`src/design/srm_pkg.sv`:
```
`default_nettype none

package srm_pkg;

  localparam int NUM_REGS   = 6;
  localparam int DATA_WIDTH = 32;
  localparam int IDX_W      = (NUM_REGS > 1) ? $clog2(NUM_REGS) : 1;

  // fixed field widths
  localparam int OPND_W     = 32;
  localparam int FUNC_W     = 4;
  localparam int DEST_W     = 3;
  localparam int OUT_W      = 32;
  localparam int IPREG_W    = 3;
  localparam int PLEN_W     = 11;
  localparam int CFG_IDX_W  = 2;
  localparam int CFG_DATA_W = 11;
  localparam int PLEN_RESET = 1024;

  // queue between front and back
  localparam int CMD_DEPTH  = 2;
  localparam int CMD_PTR_W  = (CMD_DEPTH > 1) ? $clog2(CMD_DEPTH) : 1;
  localparam int CMD_CNT_W  = $clog2(CMD_DEPTH + 1);

  // result queue
  localparam int OUT_DEPTH  = 4;
  localparam int OUT_PTR_W  = (OUT_DEPTH > 1) ? $clog2(OUT_DEPTH) : 1;
  localparam int OUT_CNT_W  = $clog2(OUT_DEPTH + 1);
  localparam int OUT_SUM_W  = OUT_CNT_W + 1;

  typedef enum logic [CFG_IDX_W-1:0] {
    CFG_IP_REGISTER    = 2'd0,
    CFG_PROGRAM_LENGTH = 2'd1
  } cfg_reg_t;

  typedef enum logic [FUNC_W-1:0] {
    OP_BANI = 4'd0,
    OP_BANR = 4'd1,
    OP_MULI = 4'd2,
    OP_SETR = 4'd3,
    OP_BORI = 4'd4,
    OP_EQRR = 4'd5,
    OP_GTIR = 4'd6,
    OP_MULR = 4'd7,
    OP_GTRR = 4'd8,
    OP_SETI = 4'd9,
    OP_GTRI = 4'd10,
    OP_EQRI = 4'd11,
    OP_ADDI = 4'd12,
    OP_BORR = 4'd13,
    OP_EQIR = 4'd14,
    OP_ADDR = 4'd15
  } opcode_t;

  typedef enum logic [2:0] {
    K_ADD,
    K_MUL,
    K_AND,
    K_OR,
    K_SET,
    K_GT,
    K_EQ
  } kind_t;

  typedef struct packed {
    kind_t kind;
    logic  a_reg;
    logic  b_reg;
    logic  b_used;
  } op_info_t;

  typedef struct packed {
    kind_t                 kind;
    logic                  a_reg;
    logic                  b_reg;
    logic [DATA_WIDTH-1:0] a_imm;
    logic [DATA_WIDTH-1:0] b_imm;
    logic [IDX_W-1:0]      a_idx;
    logic [IDX_W-1:0]      b_idx;
    logic [IDX_W-1:0]      dest;
    logic                  bad;
  } cmd_t;

  typedef struct packed {
    logic [DATA_WIDTH-1:0] ip;
    logic [DATA_WIDTH-1:0] written;
    logic [DATA_WIDTH-1:0] reg0;
    logic                  bad;
  } res_t;

  typedef struct packed {
    logic [IPREG_W-1:0] ip_register;
    logic [PLEN_W-1:0]  program_length;
  } cfg_t;

  function automatic op_info_t op_decode(input opcode_t op);
    op_info_t info;
    case (op)
      OP_BANI: info = '{kind: K_AND, a_reg: 1'b1, b_reg: 1'b0, b_used: 1'b1};
      OP_BANR: info = '{kind: K_AND, a_reg: 1'b1, b_reg: 1'b1, b_used: 1'b1};
      OP_MULI: info = '{kind: K_MUL, a_reg: 1'b1, b_reg: 1'b0, b_used: 1'b1};
      OP_SETR: info = '{kind: K_SET, a_reg: 1'b1, b_reg: 1'b0, b_used: 1'b0};
      OP_BORI: info = '{kind: K_OR,  a_reg: 1'b1, b_reg: 1'b0, b_used: 1'b1};
      OP_EQRR: info = '{kind: K_EQ,  a_reg: 1'b1, b_reg: 1'b1, b_used: 1'b1};
      OP_GTIR: info = '{kind: K_GT,  a_reg: 1'b0, b_reg: 1'b1, b_used: 1'b1};
      OP_MULR: info = '{kind: K_MUL, a_reg: 1'b1, b_reg: 1'b1, b_used: 1'b1};
      OP_GTRR: info = '{kind: K_GT,  a_reg: 1'b1, b_reg: 1'b1, b_used: 1'b1};
      OP_SETI: info = '{kind: K_SET, a_reg: 1'b0, b_reg: 1'b0, b_used: 1'b0};
      OP_GTRI: info = '{kind: K_GT,  a_reg: 1'b1, b_reg: 1'b0, b_used: 1'b1};
      OP_EQRI: info = '{kind: K_EQ,  a_reg: 1'b1, b_reg: 1'b0, b_used: 1'b1};
      OP_ADDI: info = '{kind: K_ADD, a_reg: 1'b1, b_reg: 1'b0, b_used: 1'b1};
      OP_BORR: info = '{kind: K_OR,  a_reg: 1'b1, b_reg: 1'b1, b_used: 1'b1};
      OP_EQIR: info = '{kind: K_EQ,  a_reg: 1'b0, b_reg: 1'b1, b_used: 1'b1};
      OP_ADDR: info = '{kind: K_ADD, a_reg: 1'b1, b_reg: 1'b1, b_used: 1'b1};
      default: info = '{kind: K_SET, a_reg: 1'b0, b_reg: 1'b0, b_used: 1'b0};
    endcase
    return info;
  endfunction

endpackage

`default_nettype wire

```
`src/design/srm_ram.sv`:
```
`default_nettype none

module srm_ram #(
  parameter  int WIDTH = 32,
  parameter  int DEPTH = 8,
  localparam int AW    = (DEPTH > 1) ? $clog2(DEPTH) : 1
) (
  input  logic             clk,
  input  logic             we,
  input  logic [AW-1:0]    waddr,
  input  logic [WIDTH-1:0] wdata,
  input  logic [AW-1:0]    raddr_a,
  input  logic [AW-1:0]    raddr_b,
  output logic [WIDTH-1:0] rdata_a,
  output logic [WIDTH-1:0] rdata_b
);

  logic [WIDTH-1:0] mem [DEPTH];

  always_ff @(posedge clk) begin
    if (we) begin
      mem[waddr] <= wdata;
    end
    rdata_a <= mem[raddr_a];
    rdata_b <= mem[raddr_b];
  end

endmodule

`default_nettype wire

```
`src/design/srm_front.sv`:
```
`default_nettype none

module srm_front
  import srm_pkg::*;
(
  input  logic                     clk,
  input  logic                     rst,
  input  logic                     push,
  output logic                     full,
  input  logic [FUNC_W-1:0]        func,
  input  logic signed [OPND_W-1:0] operand_a,
  input  logic signed [OPND_W-1:0] operand_b,
  input  logic [DEST_W-1:0]        dest_index,
  output logic                     cmd_valid,
  output cmd_t                     cmd,
  input  logic                     cmd_ready
);

  op_info_t             info;
  cmd_t                 cmd_in;
  cmd_t                 q [CMD_DEPTH];
  logic [CMD_PTR_W-1:0] wr_ptr;
  logic [CMD_PTR_W-1:0] rd_ptr;
  logic [CMD_CNT_W-1:0] count;
  logic                 do_push;
  logic                 do_pop;

  // classify the item: operand kinds and index range checks
  always_comb begin
    info          = op_decode(opcode_t'(func));
    cmd_in.kind   = info.kind;
    cmd_in.a_reg  = info.a_reg;
    cmd_in.b_reg  = info.b_reg && info.b_used;
    cmd_in.a_imm  = DATA_WIDTH'(operand_a);
    cmd_in.b_imm  = info.b_used ? DATA_WIDTH'(operand_b) : '0;
    cmd_in.a_idx  = operand_a[IDX_W-1:0];
    cmd_in.b_idx  = operand_b[IDX_W-1:0];
    cmd_in.dest   = IDX_W'(dest_index);
    cmd_in.bad    = (info.a_reg && ($unsigned(operand_a) >= OPND_W'(NUM_REGS)))
                 || (info.b_used && info.b_reg
                     && ($unsigned(operand_b) >= OPND_W'(NUM_REGS)))
                 || (OPND_W'(dest_index) >= OPND_W'(NUM_REGS));
  end

  assign full      = (count == CMD_CNT_W'(CMD_DEPTH));
  assign cmd_valid = (count != '0);
  assign cmd       = q[rd_ptr];
  assign do_push   = push && !full;
  assign do_pop    = cmd_valid && cmd_ready;

  always_ff @(posedge clk) begin
    if (rst) begin
      wr_ptr <= '0;
      rd_ptr <= '0;
      count  <= '0;
    end else begin
      if (do_push) begin
        wr_ptr <= (wr_ptr == CMD_PTR_W'(CMD_DEPTH - 1)) ? '0 : wr_ptr + 1'b1;
      end
      if (do_pop) begin
        rd_ptr <= (rd_ptr == CMD_PTR_W'(CMD_DEPTH - 1)) ? '0 : rd_ptr + 1'b1;
      end
      case ({do_push, do_pop})
        2'b10:   count <= count + 1'b1;
        2'b01:   count <= count - 1'b1;
        default: count <= count;
      endcase
    end
  end

  always_ff @(posedge clk) begin
    if (do_push) begin
      q[wr_ptr] <= cmd_in;
    end
  end

endmodule

`default_nettype wire

```
`src/design/srm_back.sv`:
```
`default_nettype none

module srm_back
  import srm_pkg::*;
(
  input  logic clk,
  input  logic rst,
  input  logic cmd_valid,
  input  cmd_t cmd,
  output logic cmd_ready,
  input  cfg_t cfg,
  input  logic bind_wr,
  output logic res_valid,
  output res_t res_head,
  output logic halted,
  input  logic res_pop
);

  logic                  bound;
  logic [IDX_W-1:0]      ip_idx;
  logic                  x_valid;
  cmd_t                  x_cmd;
  logic                  fwd_valid;
  logic [IDX_W-1:0]      fwd_addr;
  logic [DATA_WIDTH-1:0] fwd_data;
  logic [NUM_REGS-1:0]   reg_valid;
  logic [DATA_WIDTH-1:0] instr_pointer;
  logic [DATA_WIDTH-1:0] reg0;
  logic                  dirty;
  logic [DATA_WIDTH-1:0] rdata_a;
  logic [DATA_WIDTH-1:0] rdata_b;
  logic [DATA_WIDTH-1:0] op_a;
  logic [DATA_WIDTH-1:0] op_b;
  logic [DATA_WIDTH-1:0] result;
  logic                  write_en;
  logic                  writeback;
  logic                  ram_we;
  logic [IDX_W-1:0]      ram_waddr;
  logic [DATA_WIDTH-1:0] ram_wdata;
  logic [DATA_WIDTH-1:0] pre_ip;
  logic [DATA_WIDTH-1:0] ip_next;
  logic [DATA_WIDTH-1:0] reg0_out;
  res_t                  res_in;
  res_t                  res_q [OUT_DEPTH];
  logic [OUT_PTR_W-1:0]  owr_ptr;
  logic [OUT_PTR_W-1:0]  ord_ptr;
  logic [OUT_CNT_W-1:0]  out_count;
  logic                  issue;
  logic                  out_pop;

  assign bound  = (OPND_W'(cfg.ip_register) < OPND_W'(NUM_REGS));
  assign ip_idx = IDX_W'(cfg.ip_register);

  // one execute slot; issue only when its result is sure to find room
  assign cmd_ready = ((OUT_SUM_W'(out_count) + OUT_SUM_W'(x_valid))
                      < OUT_SUM_W'(OUT_DEPTH));
  assign issue     = cmd_valid && cmd_ready;

  srm_ram #(
    .WIDTH (DATA_WIDTH),
    .DEPTH (NUM_REGS)
  ) u_regs (
    .clk     (clk),
    .we      (ram_we),
    .waddr   (ram_waddr),
    .wdata   (ram_wdata),
    .raddr_a (cmd.a_idx),
    .raddr_b (cmd.b_idx),
    .rdata_a (rdata_a),
    .rdata_b (rdata_b)
  );

  // bound register reads the pointer; last write is forwarded past the ram
  function automatic logic [DATA_WIDTH-1:0] operand(
    input logic                  is_reg,
    input logic [IDX_W-1:0]      idx,
    input logic [DATA_WIDTH-1:0] imm,
    input logic [DATA_WIDTH-1:0] rdata
  );
    logic [DATA_WIDTH-1:0] v;
    if (!is_reg) begin
      v = imm;
    end else if (bound && (idx == ip_idx)) begin
      v = instr_pointer;
    end else if (fwd_valid && (fwd_addr == idx)) begin
      v = fwd_data;
    end else if (reg_valid[idx]) begin
      v = rdata;
    end else begin
      v = '0;
    end
    return v;
  endfunction

  always_comb begin
    op_a = operand(x_cmd.a_reg, x_cmd.a_idx, x_cmd.a_imm, rdata_a);
    op_b = operand(x_cmd.b_reg, x_cmd.b_idx, x_cmd.b_imm, rdata_b);
    case (x_cmd.kind)
      K_ADD:   result = op_a + op_b;
      K_MUL:   result = op_a * op_b;
      K_AND:   result = op_a & op_b;
      K_OR:    result = op_a | op_b;
      K_SET:   result = op_a;
      K_GT:    result = {{(DATA_WIDTH - 1){1'b0}}, ($signed(op_a) > $signed(op_b))};
      K_EQ:    result = {{(DATA_WIDTH - 1){1'b0}}, (op_a == op_b)};
      default: result = '0;
    endcase
  end

  always_comb begin
    write_en  = x_valid && !x_cmd.bad;
    // bound register lives in instr_pointer; park it in the ram on rebinding
    writeback = bind_wr && dirty && bound;
    ram_we    = write_en || writeback;
    ram_waddr = write_en ? x_cmd.dest : ip_idx;
    ram_wdata = write_en ? result : (instr_pointer - 1'b1);
    pre_ip    = (bound && write_en && (x_cmd.dest == ip_idx)) ? result : instr_pointer;
    ip_next   = pre_ip + 1'b1;
    if (bound && (ip_idx == '0)) begin
      reg0_out = pre_ip;
    end else if (write_en && (x_cmd.dest == '0)) begin
      reg0_out = result;
    end else begin
      reg0_out = reg0;
    end
    res_in.ip      = ip_next;
    res_in.written = write_en ? result : '0;
    res_in.reg0    = reg0_out;
    res_in.bad     = x_cmd.bad;
  end

  assign out_pop   = res_pop && (out_count != '0);
  assign res_valid = (out_count != '0);
  assign res_head  = res_q[ord_ptr];
  assign halted    = res_head.ip[DATA_WIDTH-1]
                  || ({{PLEN_W{1'b0}}, res_head.ip}
                      >= {{DATA_WIDTH{1'b0}}, cfg.program_length});

  always_ff @(posedge clk) begin
    if (rst) begin
      x_valid       <= 1'b0;
      fwd_valid     <= 1'b0;
      reg_valid     <= '0;
      instr_pointer <= '0;
      reg0          <= '0;
      dirty         <= 1'b0;
      owr_ptr       <= '0;
      ord_ptr       <= '0;
      out_count     <= '0;
    end else begin
      x_valid   <= issue;
      fwd_valid <= ram_we;
      if (x_valid) begin
        instr_pointer <= ip_next;
      end
      if (bind_wr) begin
        dirty <= 1'b0;
      end else if (x_valid && bound) begin
        dirty <= 1'b1;
      end
      if (ram_we) begin
        reg_valid[ram_waddr] <= 1'b1;
        if (ram_waddr == '0) begin
          reg0 <= ram_wdata;
        end
      end
      if (x_valid) begin
        owr_ptr <= (owr_ptr == OUT_PTR_W'(OUT_DEPTH - 1)) ? '0 : owr_ptr + 1'b1;
      end
      if (out_pop) begin
        ord_ptr <= (ord_ptr == OUT_PTR_W'(OUT_DEPTH - 1)) ? '0 : ord_ptr + 1'b1;
      end
      case ({x_valid, out_pop})
        2'b10:   out_count <= out_count + 1'b1;
        2'b01:   out_count <= out_count - 1'b1;
        default: out_count <= out_count;
      endcase
    end
  end

  always_ff @(posedge clk) begin
    fwd_addr <= ram_waddr;
    fwd_data <= ram_wdata;
    if (issue) begin
      x_cmd <= cmd;
    end
    if (x_valid) begin
      res_q[owr_ptr] <= res_in;
    end
  end

endmodule

`default_nettype wire

```
`src/design/six_register_machine_step_core.sv`:
```
`default_nettype none

// channel   direction  handshake             payload
// ------------------------------------------------------------------------
// item in   in         push / full           func, operand_a, operand_b,
//                                            dest_index
// result    out        empty / pop           next_ip, halted, written_value,
//                                            reg_zero_value, bad_index
// config    in         cfg_we (no wait)      cfg_index, cfg_data
//
// one item per cycle sustained unless pops stall; a result passes the command
// queue, the execute slot and the result queue before it is visible. The rate
// is set by the single execute stage: operand read, multiply and the pointer
// increment close a loop from item to item. rst is synchronous: registers all
// zero, pointer zero, ip_register 0, program_length 1024. full rises only when
// both queue slots hold items the back end cannot take, i.e. once the
// four-entry result queue, with the execute slot, fills behind a stalled pop

module six_register_machine_step_core
  import srm_pkg::*;
(
  input  logic                      clk,
  input  logic                      rst,
  input  logic                      push,
  output logic                      full,
  input  logic [FUNC_W-1:0]         func,
  input  logic signed [OPND_W-1:0]  operand_a,
  input  logic signed [OPND_W-1:0]  operand_b,
  input  logic [DEST_W-1:0]         dest_index,
  output logic                      empty,
  input  logic                      pop,
  output logic signed [OUT_W-1:0]   next_ip,
  output logic                      halted,
  output logic signed [OUT_W-1:0]   written_value,
  output logic signed [OUT_W-1:0]   reg_zero_value,
  output logic                      bad_index,
  input  logic                      cfg_we,
  input  logic [CFG_IDX_W-1:0]      cfg_index,
  input  logic [CFG_DATA_W-1:0]     cfg_data
);

  cfg_t cfg;
  logic bind_wr;
  logic cmd_valid;
  cmd_t cmd;
  logic cmd_ready;
  logic res_valid;
  res_t res_head;

  assign bind_wr = cfg_we && (cfg_index == CFG_IP_REGISTER);

  always_ff @(posedge clk) begin
    if (rst) begin
      cfg.ip_register    <= '0;
      cfg.program_length <= PLEN_W'(PLEN_RESET);
    end else if (cfg_we) begin
      case (cfg_index)
        CFG_IP_REGISTER:    cfg.ip_register    <= cfg_data[IPREG_W-1:0];
        CFG_PROGRAM_LENGTH: cfg.program_length <= cfg_data[PLEN_W-1:0];
        default:            cfg                <= cfg;
      endcase
    end
  end

  srm_front u_front (
    .clk        (clk),
    .rst        (rst),
    .push       (push),
    .full       (full),
    .func       (func),
    .operand_a  (operand_a),
    .operand_b  (operand_b),
    .dest_index (dest_index),
    .cmd_valid  (cmd_valid),
    .cmd        (cmd),
    .cmd_ready  (cmd_ready)
  );

  srm_back u_back (
    .clk       (clk),
    .rst       (rst),
    .cmd_valid (cmd_valid),
    .cmd       (cmd),
    .cmd_ready (cmd_ready),
    .cfg       (cfg),
    .bind_wr   (bind_wr),
    .res_valid (res_valid),
    .res_head  (res_head),
    .halted    (halted),
    .res_pop   (pop)
  );

  assign empty          = !res_valid;
  assign next_ip        = OUT_W'(res_head.ip);
  assign written_value  = OUT_W'(res_head.written);
  assign reg_zero_value = OUT_W'(res_head.reg0);
  assign bad_index      = res_head.bad;

endmodule

`default_nettype wire

```
`config.mk`:
```
export PLATFORM = sky130hd
export DESIGN_NAME = six_register_machine_step_core
export DESIGN_NICKNAME = d
export VERILOG_FILES = /design/src/design/srm_pkg.sv /design/src/design/srm_ram.sv /design/src/design/srm_front.sv /design/src/design/srm_back.sv /design/src/design/six_register_machine_step_core.sv
export SDC_FILE = /design/constraint.sdc
export NUM_CORES = 2
export LEC_CHECK = 0
export BUFFER_PORTS_ARGS = -buffer_cell sky130_fd_sc_hd__buf_2
export CAP_MARGIN = 20
export CORE_AREA = 5 5 358 360
export CTS_CLUSTER_DIAMETER = 100
export CTS_CLUSTER_SIZE = 40
export DETAILED_ROUTE_END_ITERATION = 10
export DIE_AREA = 0 0 363 365
export PLACE_DENSITY = 0.71
export SLEW_MARGIN = 40
export SYNTH_ARGS = -nofsm -noshare
export SYNTH_HDL_FRONTEND = slang
export SYNTH_SLANG_ARGS = --single-unit
```
`constraint.sdc`:
```
create_clock -name clk -period 11.2 [get_ports clk]
set_input_delay 1.68 -clock clk [delete_from_list [all_inputs] [get_ports clk]]
set_output_delay 1.68 -clock clk [all_outputs]
set_load 0.03 [all_outputs]
```
==> flow_results.xml <==
<?xml version="1.0" encoding="UTF-8"?>
<metrics>
  <group name="status">
    <metric name="run_status" unit="">finished, final reports clean</metric>
  </group>
  <group name="placement">
    <metric name="gp_routability_congestion" unit="">1.03</metric>
    <metric name="placement.io_buffers" unit="">188</metric>
    <metric name="dpl_cell_area" unit="µm²">65400</metric>
    <metric name="dpl.hpwl" unit="µm">146000</metric>
  </group>
  <group name="floorplanning">
    <metric name="floorplan.initialDensity" unit="">0.494</metric>
    <metric name="die-width" unit="µm">363</metric>
    <metric name="row_count" unit="">130</metric>
    <metric name="io_pins" unit="">189</metric>
    <metric name="die_y" unit="µm">365</metric>
    <metric name="dieArea" unit="µm²">132000</metric>
    <metric name="core-area" unit="µm²">125000</metric>
  </group>
  <group name="drt">
    <metric name="detailedRoute.firstPassIterationCount" unit="">6</metric>
    <metric name="drt_first_iter_violations" unit="">6274</metric>
    <metric name="ant_nets" unit="">0</metric>
    <metric name="route.detailed.wl_per_inst" unit="µm">26.7</metric>
    <metric name="vias_post_dr" unit="">44400</metric>
    <metric name="routed_via_density" unit="">6.08</metric>
    <metric name="drc" unit="">0</metric>
    <metric name="detail_route.wirelength" unit="µm">195000</metric>
  </group>
  <group name="yosys">
    <metric name="async_reset_ff_frac" unit="">0</metric>
    <metric name="synth_top_family_by_area" unit="">adder cells</metric>
    <metric name="synthDominantAreaCellType" unit="">edfxtp_1</metric>
    <metric name="post_synth_fa_ha_maj_area_fraction" unit="">0.183</metric>
    <metric name="sequential_area_share_after_synthesis" unit="">0.458</metric>
    <metric name="netlist_instances" unit="">5500</metric>
    <metric name="postSynthRegisterBits" unit="">1008</metric>
    <metric name="synthMostInstantiatedCell" unit="">edfxtp_1</metric>
    <metric name="synth_area_leaders" unit="">edfxtp_1 (39%), fa_1 (13%), dfxtp_1 (6.5%)</metric>
    <metric name="synth_cell_types" unit="">98</metric>
    <metric name="mux_cell_area_share_after_synthesis" unit="">0.0746</metric>
    <metric name="synth_enable_flop_cells" unit="">808</metric>
    <metric name="yosysWarningCount" unit="">0</metric>
    <metric name="syn-num-nets" unit="">6245</metric>
    <metric name="syn_area_per_cell" unit="µm²">11.2</metric>
    <metric name="post-synth-top-area-fraction" unit="">0.393</metric>
    <metric name="post_synthesis_share_of_cell_area_spent_on_xor_and_xnor_gates" unit="">0.0255</metric>
    <metric name="fraction_of_the_mapped_netlist_area_in_compound_gates" unit="">0.0798</metric>
    <metric name="synth_top_cells_by_count" unit="">edfxtp_1 (808), nand2_1 (733), nor2_1 (685), inv_1 (539), fa_1 (410)</metric>
    <metric name="post_synth_and_or_nand_nor_area_fraction" unit="">0.124</metric>
    <metric name="syn-cell-area" unit="µm²">61700</metric>
    <metric name="synth_top_flop_cell" unit="">edfxtp_1</metric>
  </group>
  <group name="clock_network">
    <metric name="clock_insertion_delay_worst_skew" unit="ns">0.68</metric>
    <metric name="cts_root_buffer" unit="">clkbuf_16</metric>
    <metric name="cts_tree" unit="">yes</metric>
    <metric name="reg_clk_slew_reported_paths" unit="ns">0.15</metric>
    <metric name="cts-buffers-inserted" unit="">30</metric>
    <metric name="max-clock-path-buffers" unit="">3</metric>
    <metric name="cts.sink_count" unit="">1008</metric>
    <metric name="cts-htree-levels" unit="">1</metric>
    <metric name="hold_buffers" unit="">0</metric>
  </group>
  <group name="grt">
    <metric name="globalRouteTotalUtil" unit="">0.291</metric>
    <metric name="largest_net_degree_at_the_start_of_global_routing" unit="">98</metric>
    <metric name="first_global_vias" unit="">43500</metric>
    <metric name="antenna_found_initial" unit="">4</metric>
    <metric name="overflow" unit="">0</metric>
    <metric name="grt_pass1_wl" unit="µm">287000</metric>
  </group>
  <group name="layout">
    <metric name="layout-area-overhead-vs-synth" unit="%">7.65</metric>
    <metric name="drive_above_1_share" unit="">0.137</metric>
    <metric name="post_route_standard_cell_area_excluding_fillers" unit="µm²">66400</metric>
    <metric name="nNetsFinal" unit="">6367</metric>
  </group>
  <group name="sta">
    <metric name="finalCritPeriodShare" unit="">0.960</metric>
    <metric name="max_slew.worst_pin.slew" unit="ns">0.907</metric>
    <metric name="final.setup_skew" unit="ns">0.0246</metric>
    <metric name="finalSetupViolCount" unit="">0</metric>
    <metric name="achievable-frequency" unit="GHz">0.0930</metric>
    <metric name="grt_setup_unrepaired" unit="">false</metric>
    <metric name="final.setup.tns" unit="ns">0</metric>
    <metric name="timing.final.crit_period" unit="ns">10.75</metric>
    <metric name="timing.max_slew.rel_slack" unit="">0.388</metric>
    <metric name="final-max-slew-violation-count" unit="">0</metric>
    <metric name="final_hold_viol_count" unit="">0</metric>
  </group>
  <group name="setup_path">
    <metric name="worst-path-max-fanout" unit="">13</metric>
    <metric name="cp-end-kind" unit="">flip-flop</metric>
    <metric name="cp_max_stage_delay" unit="ns">0.60</metric>
    <metric name="timing.critical_path.required" unit="ns">11.67</metric>
    <metric name="crit_path_start_kind" unit="">flip-flop</metric>
    <metric name="crit_path_frequent_cell" unit="">fa_1</metric>
    <metric name="worst-endpoint-arrival" unit="ns">11.22</metric>
    <metric name="worstSetupPathType" unit="">flip-flop to flip-flop</metric>
    <metric name="cpMaxStageDelayCell" unit="">dfxtp_1</metric>
  </group>
  <group name="flow_run">
    <metric name="maxCapViolations" unit="">0</metric>
  </group>
  <group name="worst_hold_path">
    <metric name="holdCritPathClass" unit="">flip-flop to flip-flop</metric>
  </group>
</metrics>
layout make-up:
class                           count  area (µm²)
Antenna cell                        3        7.51
Fill cell                       10600       58400
Sequential cell                  1008       28300
Clock inverter                      7        87.6
Inverter                          567        2130
Clock buffer                       49         847
Timing Repair Buffer              406        2670
Multi-Input combinational cell   3609       30300
Tap cell                         1650        2060
sequential cells by signal, indices dropped and copies added, names as in the netlist, 2 cells and up, named ones only:
signal and count:
cfg 14, u_back.fwd_addr 3, u_back.fwd_data 32, u_back.instr_pointer 32, u_back.ord_ptr 2, u_back.out_count 3
u_back.owr_ptr 2, u_back.reg0 32, u_back.reg_valid 6, u_back.res_q 388, u_back.u_regs.mem 192, u_back.u_regs.rdata_a 32
u_back.u_regs.rdata_b 32, u_back.x_cmd 75, u_front.count 2, u_front.q 152
metrics by stage:
step                      worst slack [ns]  utilization  hold slack (ns)  cells
after floorplan                       1.39            -            0.433   5500
after global placement               0.516        0.523            0.442   7233
after detailed placement             0.328        0.524            0.452   7236
after CTS                            0.305        0.531            0.470   7292
after global routing                0.0358        0.532            0.489   7296
final                                0.450        0.532            0.472   7299
placed cells by master, fill, tap and decap left out, types with 17 or more instances in the layout:
master,n
a211oi_1,21
xnor2_1,112
clkbuf_1,17
nor2_1,677
nand2b_1,42
mux4_2,133
nor4_1,33
ha_1,246
fa_1,410
clkbuf_16,31
a221oi_1,35
and3_1,45
xor2_1,55
a21oi_1,153
mux2i_1,72
buf_4,202
nor2b_1,59
edfxtp_1,808
o22ai_1,63
nand3_1,39
nor3_1,50
a31oi_1,90
buf_2,188
nand4_1,17
nand2_1,732
inv_2,18
a21o_1,50
o21ai_0,78
dfxtp_1,196
mux2_2,75
inv_1,535
critical path, delay by kind of cell, from the launching register on:
kind / cells / cell delay [ns]
buffers and inverters: 7 / 0.94
DFF: 1 / 0.60
and+or+nand+nor: 4 / 0.89
xor gates and xnor gates: 3 / 0.71
AOI/OAI and AO/OA: 11 / 3.01
adders and majority gates: 9 / 4.37
what timing repair did:
item	4_1_cts	5_1_grt
resized for setup	0	4
buffers inserted	0	2
setup endpoints to repair	0	45
routing by layer:
layer,GRT usage,up-vias,routed length (µm)
li1,-,19000,-
met1,0.421,22200,78400
met2,0.437,2702,83800
met3,0.0530,455,22300
met4,0.120,0,10400
met5,0,-,0
path summary, 6_finish.rpt:
check / startpoint / endpoint / slack, ns / cells past startpoint
setup / recovery: cfg[12] / u_back.res_q[3][96] / 0.45 / 34
hold reg to reg: u_back.reg0[30] / u_back.reg0[30] / 0.47 / 2
hold / removal: u_back.reg0[30] / u_back.reg0[30] / 0.47 / 2
setup reg to reg: cfg[12] / u_back.res_q[3][96] / 0.45 / 34
cell families (layout without fill, tap and decap cells):
| family | count (synthesis) | after routing |
|---|---|---|
| AO/OA/AOI/OAI | 711 | 711 |
| XOR/XNOR | 172 | 172 |
| adder cells (fa/ha/maj) | 656 | 656 |
| buffers and inverters | 883 | 1029 |
| flip-flops | 1008 | 1008 |
| multiplexers | 284 | 284 |
| other | 0 | 3 |
| AND/OR/NAND/NOR | 1786 | 1786 |
Power is not shown: default switching activity piles up to over one toggle a cycle in this logic, so the estimate is an artifact.
